==> config.mk <==
export PLATFORM = sky130hd
export DESIGN_NAME = esc_telemetry_frame_parser
export DESIGN_NICKNAME = d
export VERILOG_FILES = /design/src/rtl/esc_tfp_pkg.sv /design/src/rtl/esc_telemetry_frame_parser.sv
export SDC_FILE = /design/constraint.sdc
export NUM_CORES = 1
export LEC_CHECK = 0
export BUFFER_PORTS_ARGS = -buffer_cell sky130_fd_sc_hd__buf_4
export CAP_MARGIN = 15
export CORE_MARGIN = 2
export CORE_UTILIZATION = 50
export DETAILED_ROUTE_END_ITERATION = 16
export PLACE_DENSITY = 0.69
export SLEW_MARGIN = 20
export SYNTH_ARGS = -nofsm -noshare
export SYNTH_HDL_FRONTEND = slang
export SYNTH_SLANG_ARGS = --single-unit
==> constraint.sdc <==
create_clock -name clk -period 10.78 [get_ports clk]
set_input_delay 2.156 -clock clk [delete_from_list [all_inputs] [get_ports clk]]
set_output_delay 2.156 -clock clk [all_outputs]
set_load 0.1 [all_outputs]
==> src/rtl/esc_tfp_pkg.sv <==
`default_nettype none
// ----------------------------------------------------------------------------
// esc_tfp_pkg
// Constants and helpers for the motor-controller telemetry frame parser.
// ----------------------------------------------------------------------------
package esc_tfp_pkg;

  localparam int unsigned ByteW   = 8;
  localparam int unsigned OffsetW = 6;

  localparam logic [ByteW-1:0] SYNC_FIRST  = 8'hFE;
  localparam logic [ByteW-1:0] SYNC_SECOND = 8'h01;
  localparam logic [ByteW-1:0] DIR_FORWARD = 8'h01;

  // Frame offsets with a fixed meaning
  localparam logic [OffsetW-1:0] OFF_SYNC2    = 6'd2;
  localparam logic [OffsetW-1:0] OFF_HDR_LAST = 6'd7;
  localparam logic [OffsetW-1:0] OFF_THR_MAG  = 6'd9;
  localparam logic [OffsetW-1:0] OFF_THR_DIR  = 6'd11;
  localparam logic [OffsetW-1:0] OFF_RPM_LO   = 6'd13;
  localparam logic [OffsetW-1:0] OFF_RPM_HI   = 6'd14;
  localparam logic [OffsetW-1:0] OFF_VOLT     = 6'd15;
  localparam logic [OffsetW-1:0] OFF_CUR_HI   = 6'd16;
  localparam logic [OffsetW-1:0] OFF_CUR_LO   = 6'd17;
  localparam logic [OffsetW-1:0] OFF_TEMP_HI  = 6'd18;
  localparam logic [OffsetW-1:0] OFF_TEMP_LO  = 6'd19;

  localparam logic STATUS_OK      = 1'b0;
  localparam logic STATUS_HDR_BAD = 1'b1;

  // Expected fixed header bytes at offsets 2..7, indexed by offset - 2
  function automatic logic [ByteW-1:0] hdr_byte(input logic [2:0] idx);
    logic [ByteW-1:0] val;
    unique case (idx)
      3'd0:    val = 8'h00;
      3'd1:    val = 8'h03;
      3'd2:    val = 8'h30;
      3'd3:    val = 8'h5C;
      3'd4:    val = 8'h17;
      3'd5:    val = 8'h06;
      default: val = 8'h00;
    endcase
    return val;
  endfunction

endpackage : esc_tfp_pkg
`default_nettype wire

==> src/rtl/esc_telemetry_frame_parser.sv <==
`default_nettype none
// ----------------------------------------------------------------------------
// esc_telemetry_frame_parser
// Byte-wise parser for motor-controller telemetry frames; one result per frame.
// ----------------------------------------------------------------------------
// Takes one received byte per cycle. While hunting it waits for the pair
// FE 01, then counts frame offsets, checks the fixed header at offsets 2..7 and
// captures throttle, speed, voltage, current and temperature. The byte at
// offset FRAME_LENGTH-1 loads the result register, so a result appears in the
// cycle after its last byte is accepted. Input is taken every cycle except
// when a result sits in the output register and out_ready is low; the output
// register is the only stall point. With status 1 all other fields read 0.
module esc_telemetry_frame_parser #(
  parameter int unsigned FRAME_LENGTH = 20
) (
  input  wire logic                             clk,
  input  wire logic                             rst_n,
  input  wire logic                             in_valid,
  output logic                                  in_ready,
  input  wire logic [esc_tfp_pkg::ByteW-1:0]    in_rx_byte,
  output logic                                  out_valid,
  input  wire logic                             out_ready,
  output logic                                  out_status,
  output logic signed [8:0]                     out_throttle,
  output logic [19:0]                           out_rpm,
  output logic [7:0]                            out_voltage_tenths,
  output logic [15:0]                           out_current_tenths,
  output logic [15:0]                           out_temperature
);
  import esc_tfp_pkg::*;

  localparam logic [OffsetW-1:0] LastOff = OffsetW'(FRAME_LENGTH - 1);

  // Frame state
  logic               in_frame_r, in_frame_nxt;
  logic [ByteW-1:0]   prev_r, prev_nxt;
  logic [OffsetW-1:0] off_r, off_nxt;
  logic               bad_r, bad_nxt;
  logic [7:0]         mag_r, mag_nxt;
  logic               neg_r, neg_nxt;
  logic [7:0]         rpm_lo_r, rpm_lo_nxt;
  logic [7:0]         rpm_hi_r, rpm_hi_nxt;
  logic [7:0]         volt_r, volt_nxt;
  logic [15:0]        cur_r, cur_nxt;
  logic [15:0]        temp_r, temp_nxt;

  // Result register
  logic               out_valid_r;
  logic               status_r;
  logic signed [8:0]  throttle_r;
  logic [19:0]        rpm_r;
  logic [7:0]         volt_out_r;
  logic [15:0]        cur_out_r;
  logic [15:0]        temp_out_r;

  logic               in_acc;
  logic               last_byte;
  logic               hdr_off;
  logic [2:0]         hdr_idx;
  logic [15:0]        rpm_word;
  logic [19:0]        rpm_x10;
  logic signed [8:0]  thr_val;

  assign in_ready  = !out_valid_r || out_ready;
  assign in_acc    = in_valid && in_ready;
  assign last_byte = in_frame_r && (off_r >= LastOff);
  assign hdr_off   = (off_r >= OFF_SYNC2) && (off_r <= OFF_HDR_LAST);
  assign hdr_idx   = 3'(off_r - OFF_SYNC2);

  always_comb begin
    in_frame_nxt = in_frame_r;
    prev_nxt     = prev_r;
    off_nxt      = off_r;
    bad_nxt      = bad_r;
    mag_nxt      = mag_r;
    neg_nxt      = neg_r;
    rpm_lo_nxt   = rpm_lo_r;
    rpm_hi_nxt   = rpm_hi_r;
    volt_nxt     = volt_r;
    cur_nxt      = cur_r;
    temp_nxt     = temp_r;
    if (!in_frame_r) begin
      if (prev_r == SYNC_FIRST && in_rx_byte == SYNC_SECOND) begin
        in_frame_nxt = 1'b1;
        off_nxt      = OFF_SYNC2;
        bad_nxt      = 1'b0;
      end
      prev_nxt = in_rx_byte;
    end else begin
      if (hdr_off) begin
        if (in_rx_byte != hdr_byte(hdr_idx)) begin
          bad_nxt = 1'b1;
        end
      end else begin
        unique case (off_r)
          OFF_THR_MAG: mag_nxt    = in_rx_byte;
          OFF_THR_DIR: neg_nxt    = (in_rx_byte != DIR_FORWARD);
          OFF_RPM_LO:  rpm_lo_nxt = in_rx_byte;
          OFF_RPM_HI:  rpm_hi_nxt = in_rx_byte;
          OFF_VOLT:    volt_nxt   = in_rx_byte;
          OFF_CUR_HI:  cur_nxt    = {in_rx_byte, cur_r[7:0]};
          OFF_CUR_LO:  cur_nxt    = {cur_r[15:8], in_rx_byte};
          OFF_TEMP_HI: temp_nxt   = {in_rx_byte, temp_r[7:0]};
          OFF_TEMP_LO: temp_nxt   = {temp_r[15:8], in_rx_byte};
          default: ;
        endcase
      end
      if (last_byte) begin
        // Drop back to hunting; a sync pair cannot straddle the frame end
        in_frame_nxt = 1'b0;
        off_nxt      = '0;
        prev_nxt     = '0;
      end else begin
        off_nxt = off_r + OffsetW'(1);
      end
    end
  end

  // Result fields come from the state as updated by the last byte
  assign rpm_word = {rpm_hi_nxt, rpm_lo_nxt};
  assign rpm_x10  = {1'b0, rpm_word, 3'b000} + {3'b000, rpm_word, 1'b0};
  assign thr_val  = neg_nxt ? -$signed({1'b0, mag_nxt}) : $signed({1'b0, mag_nxt});

  always_ff @(posedge clk) begin
    if (!rst_n) begin
      in_frame_r <= 1'b0;
      prev_r     <= '0;
      off_r      <= '0;
      bad_r      <= 1'b0;
      mag_r      <= '0;
      neg_r      <= 1'b0;
      rpm_lo_r   <= '0;
      rpm_hi_r   <= '0;
      volt_r     <= '0;
      cur_r      <= '0;
      temp_r     <= '0;
    end else if (in_acc) begin
      in_frame_r <= in_frame_nxt;
      prev_r     <= prev_nxt;
      off_r      <= off_nxt;
      bad_r      <= bad_nxt;
      mag_r      <= mag_nxt;
      neg_r      <= neg_nxt;
      rpm_lo_r   <= rpm_lo_nxt;
      rpm_hi_r   <= rpm_hi_nxt;
      volt_r     <= volt_nxt;
      cur_r      <= cur_nxt;
      temp_r     <= temp_nxt;
    end
  end

  always_ff @(posedge clk) begin
    if (!rst_n) begin
      out_valid_r <= 1'b0;
    end else if (in_acc && last_byte) begin
      out_valid_r <= 1'b1;
    end else if (out_ready) begin
      out_valid_r <= 1'b0;
    end
  end

  always_ff @(posedge clk) begin
    if (in_acc && last_byte) begin
      if (bad_nxt) begin
        status_r   <= STATUS_HDR_BAD;
        throttle_r <= '0;
        rpm_r      <= '0;
        volt_out_r <= '0;
        cur_out_r  <= '0;
        temp_out_r <= '0;
      end else begin
        status_r   <= STATUS_OK;
        throttle_r <= thr_val;
        rpm_r      <= rpm_x10;
        volt_out_r <= volt_nxt;
        cur_out_r  <= cur_nxt;
        temp_out_r <= temp_nxt;
      end
    end
  end

  assign out_valid          = out_valid_r;
  assign out_status         = status_r;
  assign out_throttle       = throttle_r;
  assign out_rpm            = rpm_r;
  assign out_voltage_tenths = volt_out_r;
  assign out_current_tenths = cur_out_r;
  assign out_temperature    = temp_out_r;

`ifndef SYNTH
  a_off_range: assert property (@(posedge clk) disable iff (!rst_n)
    in_frame_r |-> (off_r >= OFF_SYNC2) && (off_r <= LastOff))
    else $error("frame offset out of range");

  a_hunt_off_zero: assert property (@(posedge clk) disable iff (!rst_n)
    !in_frame_r |-> off_r == '0)
    else $error("offset not cleared while hunting");

  a_sync_enter: assert property (@(posedge clk) disable iff (!rst_n)
    in_acc && !in_frame_r && prev_r == SYNC_FIRST && in_rx_byte == SYNC_SECOND
    |=> in_frame_r && off_r == OFF_SYNC2 && !bad_r)
    else $error("sync pair did not open a frame");

  a_frame_end: assert property (@(posedge clk) disable iff (!rst_n)
    in_acc && in_frame_r && off_r == LastOff
    |=> out_valid_r && !in_frame_r && prev_r == '0)
    else $error("last byte did not emit a result and resume hunting");

  a_bad_zero: assert property (@(posedge clk) disable iff (!rst_n)
    out_valid_r && status_r == STATUS_HDR_BAD
    |-> throttle_r == '0 && rpm_r == '0 && cur_out_r == '0 && temp_out_r == '0)
    else $error("header mismatch result carries data");
`endif

endmodule : esc_telemetry_frame_parser
`default_nettype wire
After elaboration in Yosys (flattened, before gate mapping):

Index checks and enable logic that the tools add are counted.

* input bits: 12
* logic and storage cells: 98
* output and inout port bits: 72
* register bits after elaboration: 152

* bitwise gates (word level): 1
* eq/ne operators: 19
* reduce and logical (&&, ||, !) cells: 12
* mux-type cells: 40
* add/subtract/negate cells: 4
* order comparisons: 3

Operators with widths (count)
* 8-bit 2-to-1 mux: 17
* 16-bit 2-to-1 mux: 4
* 16-bit one-hot mux with 2 select lines: 2
* 7-bit one-hot mux with 5 select lines: 1
* 6-bit by 4-bit equality test with 1-bit output, second input constant: 5
* 6-bit by 5-bit equality test with 1-bit output, second input constant: 4
* 19-bit by 17-bit adder with 20-bit output: 1
* 6-bit 2-to-1 mux: 3
* 1-bit 2-to-1 mux: 13
* 8-bit negator with 9-bit output: 1
* 8-bit by 1-bit equality test with 1-bit output, second input constant: 1
* 8-bit equality test, second input constant: 1
* 8-bit by 1-bit inequality test with 1-bit output, second input constant: 1
* 8-bit inequality test: 1
* 6-bit by 1-bit adder with 6-bit output, second input constant: 1
* 3-bit by 2-bit equality test with 1-bit output, second input constant: 2
* 3-bit equality test, second input constant: 2
* 6-bit by 2-bit greater-or-equal comparator with 1-bit output, second input constant: 1
* 6-bit by 5-bit greater-or-equal comparator with 1-bit output, second input constant: 1
* 6-bit by 3-bit <= comparator with 1-bit output, second input constant: 1
* 1-bit logical AND: 5
* 2-bit AND reduction: 2
* 2-bit nonzero test: 2
* 3-bit by 1-bit equality test with 1-bit output, second input constant: 1
* 6 further kinds: 6

Longest topological paths before layout:

Gate-level depths: netlist (run 1).

* depth in word-level cells: 10
* mapped depth: 16

Worst setup path after synthesis (run 1):

Ideal clock, no wire load.

* path kind: in2reg
* start: in out_ready
* end: reg cur_out_r[0] (netlist: out_current_tenths[0]) (enable)
* stages: 5
* required time: 10.357 ns
* path slack: 5.482 ns
* data arrival time: 4.875 ns
* path buffers: 1
* path through: nand2b_1 -> and2_1 -> clkbuf_1 -> nand3b_1 -> inv_1

* word-level cells in the longest chain between the ends: 3

Ends and longest elaborated chain
* from (decl): RTL line esc_telemetry_frame_parser.sv:22 `input wire logic out_ready,`
* 1-bit logical OR: RTL line esc_telemetry_frame_parser.sv:64 `assign in_ready = !out_valid_r || out_ready;`
* 1-bit logical AND: RTL line esc_telemetry_frame_parser.sv:65 `assign in_acc = in_valid && in_ready;`
* 1-bit logical AND: RTL line esc_telemetry_frame_parser.sv:163 `if (in_acc && last_byte) begin`
* to (signal assigned): RTL line esc_telemetry_frame_parser.sv:176 `cur_out_r <= cur_nxt;`
* to (decl): RTL line esc_telemetry_frame_parser.sv:53 `logic [15:0] cur_out_r;`

No other way between the ends.
A chain may end at the register's enable or synchronous reset.

Worst setup path after layout (run 1):

* start: in out_ready
* end: out in_ready

* word-level cells in the longest chain between the ends: 1

Ends and longest elaborated chain
* 1-bit logical OR: RTL line esc_telemetry_frame_parser.sv:64
* to (decl): RTL line esc_telemetry_frame_parser.sv:19 `output logic in_ready,`

No other way between the ends.

==> results of run 1 <==
==> metrics by stage <==
stage | total power, mW | std cells | hold WS (ns) | cell area (um2)
after global placement | 0.701 | 1080 | 0.442 | 8670
after floorplan | 0.680 | 856 | 0.436 | 8110
after global routing | 1.34 | 1112 | 0.466 | 9270
final | 1.30 | 1112 | 0.456 | 9270
after CTS | 1.31 | 1112 | 0.455 | 9270
after detailed placement | 0.702 | 1080 | 0.446 | 8670
==> routing by layer <==
metal | vias up | share of wire [%] | wire length [um] | global-route usage [%]
li1 | 3172 | - | - | -
met1 | 3065 | 48 | 9510 | 34.1
met2 | 227 | 44 | 8550 | 34.4
met3 | 33 | 6.2 | 1210 | 4.90
met4 | 0 | 1.8 | 353 | 8.09
met5 | - | 0 | 0 | 0
==> area by class of cell <==
type | count | area, um2 | area share, %
Inverter | 15 | 56.3 | 0.607
Timing Repair Buffer | 86 | 646 | 6.96
Clock inverter | 15 | 174 | 1.88
Clock buffer | 17 | 425 | 4.59
Sequential cell | 151 | 3710 | 40.0
Multi-Input combinational cell | 612 | 3990 | 43.0
Tap cell | 216 | 270 | 2.91
==> kinds of logic (layout without fill, tap and decap cells) <==
kind of cell    Yosys count  count (layout)  synth area share [%]
flops                   151             151                  45.8
mux                      34              34                  4.29
buf+inv                  93             133                  5.00
fa+ha+maj                26              26                  3.83
compound gates          210             210                  18.8
simple gates            311             311                  19.0
other cells               1               1                0.0463
xor+xnor                 30              30                  3.24
==> final timing paths <==
kind / slack [ns] / cells past startpoint / endpoint / from
worst min-delay path: 0.46 / 2 / volt_r[0] / volt_r[0]
worst max-delay path: 5.93 / 3 / in_ready / out_ready
worst max register to register: 6.28 / 11 / out_rpm[17] / in_frame_r
worst min register to register: 0.46 / 2 / volt_r[0] / volt_r[0]
==> cells in the mapped netlist, types with 3 or more instances <==
cell type / n
nand2b_1: 12
maj3_1: 9
dfxtp_1: 82
a21o_1: 4
a31oi_1: 8
nor2b_1: 3
buf_2: 12
edfxtp_1: 69
clkbuf_1: 50
a22oi_1: 75
o2bb2ai_1: 3
nand4_1: 4
nor3_1: 11
xor2_1: 12
o21ai_2: 3
a21oi_1: 36
nand3_1: 17
o21ai_1: 6
inv_1: 13
and2_1: 8
a211oi_1: 16
o21a_1: 4
buf_1: 10
a21boi_0: 3
nor4_1: 4
a311oi_1: 7
o21ai_0: 12
mux2_2: 3
nor3b_1: 5
and3_1: 13
nand4b_1: 3
or3_1: 4
ha_1: 16
o211ai_1: 3
o211a_1: 4
nor2_1: 135
nand2_1: 71
o2111ai_1: 4
buf_6: 5
mux2i_1: 30
xnor2_1: 18
==> worst min-delay path, delay by kind of cell (launching register included) <==
kind             cells  cell delay [ns]
AND/OR/NAND/NOR      1             0.05
flip-flops           1             0.31
AO/OA/AOI/OAI        1             0.05
==> layout by cell type (no fill, tap or decap), types with 5 or more instances in the layout <==
cell type / netlist / final
buf_4: 1 / 86
xnor2_1: 18 / 18
nor2_1: 135 / 135
o21ai_0: 12 / 12
a22oi_1: 75 / 75
and2_1: 8 / 8
a31oi_1: 8 / 8
edfxtp_1: 69 / 69
maj3_1: 9 / 9
ha_1: 16 / 16
a311oi_1: 7 / 7
a211oi_1: 16 / 16
xor2_1: 12 / 12
dfxtp_1: 82 / 82
a21oi_1: 36 / 36
mux2i_1: 30 / 30
nand2_1: 71 / 71
nand2b_1: 12 / 12
and3_1: 13 / 13
clkbuf_16: 0 / 17
o21ai_1: 6 / 6
inv_1: 13 / 12
nor3b_1: 5 / 5
nor3_1: 11 / 11
nand3_1: 17 / 17
==> sequential cells by signal, indices dropped and copies added, names as in the netlist <==
| name | flops |
|---|---|
| out_valid | 1 |
| out_voltage_tenths | 8 |
| out_temperature | 16 |
| temp_r | 16 |
| cur_r | 16 |
| bad_r | 1 |
| out_throttle | 9 |
| out_rpm | 19 |
| off_r | 6 |
| in_frame_r | 1 |
| mag_r | 8 |
| neg_r | 1 |
| out_current_tenths | 16 |
| prev_r | 8 |
| volt_r | 8 |
| out_status | 1 |
| rpm_hi_r | 8 |
| rpm_lo_r | 8 |
==> power groups by stage <==
stage / logic [mW] / clock network [mW] / registers, mW
final: 0.0849 / 0.608 / 0.607
after global routing: 0.0936 / 0.638 / 0.607
after CTS: 0.0839 / 0.616 / 0.606
after detailed placement: 0.0837 / 0 / 0.619
after global placement: 0.0823 / 0 / 0.619
after floorplan: 0.0640 / 0 / 0.616
==> flow_summary.toml, run 1 <==
[clocking]
post_cts_buffers = 0
cts.hold.buffers_added = 0
clk_latency_ns = 0.43
cts_resized = 0
cts_buffers = 17
cts_sinks = 151
cts_max_path_buffers = 2
h-tree-depth = 4
cts_root_buf = "clkbuf_16"
cts_tree = "yes"
clkTransAtPathRegs_ns = 0.06

[worst_hold_path]
hold_class = "reg2reg"

[sta]
tns_ns = 0
skew_ns = 0.00919
min_period_over_period_pct = 45.0
rsz0062_at_grt = "no"
max_freq_ghz = 0.206
finalSetupViolations = 0
timing.final.crit_period_ns = 4.85
setup_ws_ns = 5.93
relSlewSlack_pct = 39.4
worst_pin_slew_ns = 0.903
hold_violations = 0
slew_viol_final = 0

[grt]
grt_max_degree = 72
grt_use_total_pct = 23.4
grt_overflow_total = 0
grt_pass1_wl_mm = 32.5
grt_antenna_before_repair = 0
grt_pass1_vias = 6080

[pwr]
share_clk_of_total_power_pct = 46.8
leakagePower_nw = 3.53
switchingPower_uw = 307
seq_power_share_pct = 46.7
switching_share_pct = 23.6
vdd_ir_drop_max_mv = 0.108
combinationalPowerShare_pct = 6.5
intPower_uw = 992
p_per_area_nw_per_um2 = 140

[synth]
synth_edf_count = 69
syn_area_um2 = 8110
async_flop_share_pct = 0
yosys_warnings = 0
postSynthAreaPerCell_um2 = 9.47
synth_seq_cells = 151
synth.distinct_cells = 82
ys_seq_area_share_pct = 45.8
synthTopCellsByArea = "edfxtp_1 26%, dfxtp_1 20%, a22oi_1 6.9%"
syn-num-nets = 885
yosys.area.top_type = "edfxtp_1"
synth_top_area_share_pct = 25.6
syn_inst = 856
ys.flop_type = "dfxtp_1"

[detailed_routing]
vias = 6497
wl_per_cell_um = 17.6
viasPerCell = 5.84
drc = 0
dr.first_iter.drc_count = 608
routed_wl_mm = 19.6
dr.pass1.iters = 5
detail-route-antenna-nets = 0

[floorplanning]
die_y_um = 131
coreArea_um2 = 15900
die_area_um2 = 17200
rows = 46
io_pins = 84
die_w_um = 131
initial_core_util_pct = 51.0

[worst_setup_path]
cp.required_ns = 8.62
slowest_delay_ns = 0.31
critPathArrivalTime_ns = 2.69
crit_fanout = 4
critPathCaptureType = "output port"
slowest_stage = "buf_4"
path_class = "in2out"
worst_setup_path_start_kind = "primary input"
cp_num_buf_inv = 2
crit_chain = "buf_4 > nand2b_1 > buf_4"
cp_top_family = "buffers and inverters"
cpMostUsedCell = "buf_4"

[flow_run]
max-cap-violations = 0

[placement]
port_buffers = 82
post-place-ws_ns = 5.56
dpl.hpwl_mm = 12.3
routabilityCongestion = 0.863

[layout]
drive_gt1_share_pct = 16.2
final_util_pct = 58.4
fin_nets = 912
antenna_cells = 0
fillCellCount = 1437
area_delta_synth_final_pct = 14.4

[status]
outcome = "finished, final reports clean"
Power figures use the tool's default switching activity.
==> run 2, diff against run 1 <==
Settings changed: ABC_AREA from default to 1, PLACE_DENSITY 0.69 to 0.72.
Clock period 10.78 ns to 4 ns, I/O delays scaled along.
==> run 2 against run 1 <==
Compared with the run above:
- combinational power grew to 4.5 times the previous value
- worst hold slack better by 0.0098 ns
- flip-flop and latch count stayed put
- first-iteration DRC count is 20% lower
- area after synthesis is 0.66% higher
- largest power group is now sequential cells
==> flow_summary.toml, run 2 <==
[layout]
drive_gt1_share_pct = 14.6
multi_input_area_um2 = 3420
final_common_cell = "inv_1"
layout_common_cells = "211 x inv_1, 186 x nand2_1, 107 x nor2_1"
largest_reg_flops = 19
ff_latch_area_um2 = 3710
fillCellCount = 1432
fin_nets = 1191
antenna_cells = 0
area_delta_synth_final_pct = 16.3

[sta]
slew_viol_final = 0
tns_ns = 0
max_freq_ghz = 0.287
min_period_over_period_pct = 87.1
relSlewSlack_pct = 37.9
timing.final.crit_period_ns = 3.49
worst_pin_slew_ns = 0.932
skew_ns = 0.00649
rsz0062_at_grt = "no"
finalSetupViolations = 0
hold_violations = 0

[detailed_routing]
detail-route-antenna-nets = 0
routed_wl_mm = 18.8
dr.pass1.iters = 5
vias = 7030
dr.first_iter.drc_count = 484
wl_per_cell_um = 13.5
viasPerCell = 5.05
drc = 0

[clocking]
clk_latency_ns = 0.43
cts_resized = 0
post_cts_buffers = 0
cts_tree = "yes"
cts.hold.buffers_added = 0
h-tree-depth = 4
cts_buffers = 17
cts_root_buf = "clkbuf_16"
cts_max_path_buffers = 2
clkTransAtPathRegs_ns = 0.06
cts_sinks = 151

[worst_setup_path]
critPathArrivalTime_ns = 3.67
worst_setup_path_start_kind = "flop"
crit_fanout = 6
path_class = "reg2reg"
cp.required_ns = 4.18
critPathCaptureType = "flop"

[grt]
grt_pass1_vias = 6328
grt_pass1_wl_mm = 31.7
grt_overflow_total = 0
grt_use_total_pct = 22.6
grt_antenna_before_repair = 0
grt_max_degree = 82

[synth]
synth.distinct_cells = 45
syn-num-nets = 1120
yosys_warnings = 0
synth_seq_cells = 151
async_flop_share_pct = 0
postSynthAreaPerCell_um2 = 7.48
synth_top_area_share_pct = 25.4
syn_inst = 1091
ys.flop_type = "dfxtp_1"
yosys.area.top_type = "edfxtp_1"
syn_area_um2 = 8160
synth_edf_count = 69
synthTopCellsByCount = "212 x inv_1, 188 x nand2_1, 107 x nor2_1, 103 x a21oi_1, 92 x o21ai_0"
post-synth-top-count-cell = "inv_1"
ys_seq_area_share_pct = 45.5
synthTopCellsByArea = "edfxtp_1 25%, dfxtp_1 20%, inv_1 9.8%"

[floorplanning]
die_y_um = 132
rows = 46
die_w_um = 132
initial_core_util_pct = 51.2
coreArea_um2 = 15900
io_pins = 84
die_area_um2 = 17400

[placement]
port_buffers = 82
routabilityCongestion = 0.898
dpl.hpwl_mm = 12.8

[pwr]
vdd_ir_drop_max_mv = 0.301
leakagePower_nw = 4.51
finalPower_mw = 3.62
p_per_area_nw_per_um2 = 381

[flow_run]
max-cap-violations = 0

[status]
outcome = "finished, final reports clean"

[worst_hold_path]
hold_class = "reg2reg"
==> run 2: changes by cell type after synthesis, sizes merged, moves of 16 or more <==
cell / change
inv: +203
xnor2: -17
o21ai: +83
a22oi: -75
mux2i: -29
clkbuf: -28
o22ai: +31
a211oi: -16
nand2: +138
nand3: +28
nor2: -23
a21oi: +66
==> run 2: path summary, 6_finish.rpt <==
kind                                 from           to  slack (ns)  depth (start not counted)
worst max-delay path             off_r[0]  out_rpm[17]        0.51                         18
worst min-delay path            prev_r[3]    prev_r[3]        0.47                          2
worst max register to register   off_r[0]  out_rpm[17]        0.51                         18
worst min register to register  prev_r[3]    prev_r[3]        0.47                          2
==> run 2: where the power goes <==
part | leakage, nW | switching (mW) | total [mW] | internal (mW)
registers | 1.31 | 0.0163 | 1.68 | 1.67
logic | 2.92 | 0.258 | 0.381 | 0.123
clock network | 0.276 | 0.637 | 1.55 | 0.916
total | 4.51 | 0.911 | 3.62 | 2.70
==> run 2: critical path, cell delays in order (launching register included) <==
cell and delay, ns:
dfxtp_1 0.43, inv_1 0.10, ha_1 0.29, o31ai_1 0.34
nand2_1 0.20, nor2_1 0.25, nand2_1 0.07, o21ai_0 0.16
inv_1 0.09, ha_1 0.22, fa_1 0.39, nand3_1 0.15
nand2_1 0.07, nand3_1 0.12, nand2_2 0.09, nand2_2 0.08
nand3_1 0.08, nand2_1 0.07, nor2_1 0.04
==> run 2: area by class of cell <==
type	instances	area share [%]
repair buffers	92	7.41
clock buffers	20	4.60
clock inverters	12	1.33
multi-input cells	680	36.0
flip-flops and latches	151	39.1
inverters	220	8.71
well taps	216	2.85
==> run 2: cell families after synthesis <==
family / Yosys count / synth area share [%]
other cells: 1 / 0.0460
flops: 151 / 45.5
compound gates: 252 / 16.4
xor+xnor: 5 / 0.537
mux: 2 / 0.245
fa+ha+maj: 17 / 2.70
buf+inv: 260 / 12.7
simple gates: 403 / 21.9
==> run 2: per-layer routing <==
metal | up-vias | GRT usage (%) | routed length [um]
met4 | 0 | 7.61 | 271
met5 | - | 0 | 0
met2 | 203 | 35.2 | 8470
li1 | 3660 | - | -
met3 | 23 | 4.65 | 1030
met1 | 3144 | 31.4 | 9010
==> run 2: stage by stage <==
step,hold WS [ns],utilization [%],instances,area (um2),setup slack [ns]
after floorplan,0.441,-,1091,8160,0.0911
after global placement,0.450,56.0,1359,8930,0.686
after detailed placement,0.456,56.0,1359,8930,0.549
after CTS,0.465,59.5,1391,9490,0.534
after global routing,0.482,59.5,1391,9490,0.187
final,0.465,59.5,1391,9490,0.515
==> run 3, diff against run 2 <==
Settings changed: PLACE_DENSITY 0.72 to 0.69.
Clock period 4 ns to 4.3 ns, I/O delays scaled along.
==> run 3 against run 2 <==
Compared with the run above:
- combinational power decreased by 6.8%
- register-to-register slack improved by 0.29 ns
- non-clock buffer count decreased by 3
- maximum frequency decreased by 0.15%
- highest routed layer unchanged
- total power increased by 2.3%
- critical path depth unchanged
==> flow_summary.toml, run 3 (synthesized netlist as in run 2, its figures left out) <==
[status]
outcome = "finished, final reports clean"

[sta]
finalSetupViolations = 0
rsz0062_at_grt = "no"
slew_viol_final = 0
timing.final.crit_period_ns = 3.49
min_period_over_period_pct = 81.2
relSlewSlack_pct = 37.1
tns_ns = 0
skew_ns = 0.00834
max_freq_ghz = 0.286
worst_pin_slew_ns = 0.938
setup_ws_ns = 0.809
hold_violations = 0

[detailed_routing]
vias = 7111
dr.first_iter.drc_count = 541
wl_per_cell_um = 13.9
viasPerCell = 5.12
routed_wl_mm = 19.3
drc = 0
detail-route-antenna-nets = 0
dr.pass1.iters = 6

[worst_hold_path]
hold_class = "reg2reg"
min_from = "prev_r[6]"
hold_end = "prev_r[6]"
hold_depth = 2

[layout]
drive_gt1_share_pct = 14.7
fin_nets = 1188
final_util_pct = 60.2
antenna_cells = 0
layout_common_cells = "211 x inv_1, 186 x nand2_1, 107 x nor2_1"
area_delta_synth_final_pct = 17.5
largest_reg_flops = 19
final_common_cell = "inv_1"

[grt]
grt_overflow_total = 0
grt_antenna_before_repair = 0
grt_max_degree = 85
grt_pass1_vias = 6352
grt_use_total_pct = 22.7
grt_pass1_wl_mm = 31.8

[worst_setup_path]
crit_chain = "inv_1 > ha_1 > o31ai_1 > nand2_1 > nor2_1 > nand2_1 > o21ai_0 > inv_1 > ha_1 > fa_1 > nand3_1 > nand2_1 > nand3_1 > nand2_2 > nand2_2 > nand3_1 > nand2_1 > nor2_1"
cp.required_ns = 4.48
slowest_stage = "dfxtp_1"
path_class = "reg2reg"
r2r_end = "out_rpm[17]"
critPathCaptureType = "flop"
r2r_start = "off_r[0]"
crit_fanout = 6
rr_worst_depth = 18
critPathArrivalTime_ns = 3.67
worst_setup_path_start_kind = "flop"
r2r_slack_ns = 0.81
cpMostUsedCell = "nand2_1"
slowest_delay_ns = 0.44

[pwr]
switchingPower_uw = 882
vdd_ir_drop_max_mv = 0.294
intPower_mw = 2.82
switching_share_pct = 23.9
seq_power_share_pct = 42.3
combinationalPowerShare_pct = 9.6
finalPower_mw = 3.70
leakagePower_nw = 4.54
p_per_area_nw_per_um2 = 386
share_clk_of_total_power_pct = 48.1

[floorplanning]
rows = 46
io_pins = 84
die_y_um = 132
die_area_um2 = 17400
initial_core_util_pct = 51.2
die_w_um = 132
coreArea_um2 = 15900

[clocking]
h-tree-depth = 4
cts.hold.buffers_added = 0
cts_buffers = 17
cts_sinks = 151
clk_latency_ns = 0.43
cts_max_path_buffers = 2
cts_root_buf = "clkbuf_16"
post_cts_buffers = 0
clkTransAtPathRegs_ns = 0.06
cts_tree = "yes"
cts_resized = 0

[placement]
post-place-ws_ns = 0.868
routabilityCongestion = 0.914
port_buffers = 82
dpl.hpwl_mm = 13.1

[flow_run]
max-cap-violations = 0
## run 3: how the worst max path moves through the flow
stage	slack, ns	start	end	cells past startpoint
floorplan	0.36	out_ready	out_current_tenths[0]	7
global placement	0.97	off_r[0]	out_rpm[12]	18
detailed placement	0.87	off_r[0]	out_rpm[17]	18
CTS	0.85	off_r[0]	out_rpm[17]	18
global route	0.41	off_r[0]	out_rpm[17]	15
finish	0.81	off_r[0]	out_rpm[17]	18
## run 3: metrics by stage
| step | std cells | hold slack (ns) | area, um2 |
|---|---|---|---|
| after floorplan | 1091 | 0.441 | 8160 |
| after detailed placement | 1356 | 0.457 | 8890 |
| after global routing | 1388 | 0.481 | 9590 |
| after global placement | 1356 | 0.451 | 8890 |
| final | 1388 | 0.468 | 9590 |
| after CTS | 1388 | 0.466 | 9590 |
## run 3: power by group through the flow
stage               combinational, mW  clock (mW)  sequential, mW
floorplan                       0.271           0            1.59
global placement                0.345           0            1.59
detailed placement              0.351           0            1.59
CTS                             0.354        1.80            1.56
global route                    0.410        1.87            1.57
finish                          0.355        1.78            1.56
## run 3: routing by layer
| layer | up-vias | routed length [um] | global-route usage, % | share of wire [%] |
|---|---|---|---|---|
| met4 | 0 | 285 | 7.43 | 1.5 |
| met2 | 192 | 9010 | 36.6 | 47 |
| met3 | 24 | 981 | 4.92 | 5.1 |
| met1 | 3241 | 9060 | 30.6 | 47 |
| li1 | 3654 | - | - | - |
| met5 | - | 0 | 0 | 0 |
## run 3: critical path: cells and delay by family, from the launching register on
kind            cells  cell delay [ns]
compound gates      2             0.50
fa+ha+maj           3             0.89
buf+inv             2             0.18
flops               1             0.44
simple gates       11             1.22
## run 3: area by class of cell
type | instances | area [um2]
inverters | 220 | 826
fillers | 1491 | 6350
repair buffers | 89 | 668
flip-flops and latches | 151 | 3710
clock inverters | 14 | 268
well taps | 216 | 270
multi-input cells | 680 | 3420
clock buffers | 18 | 429
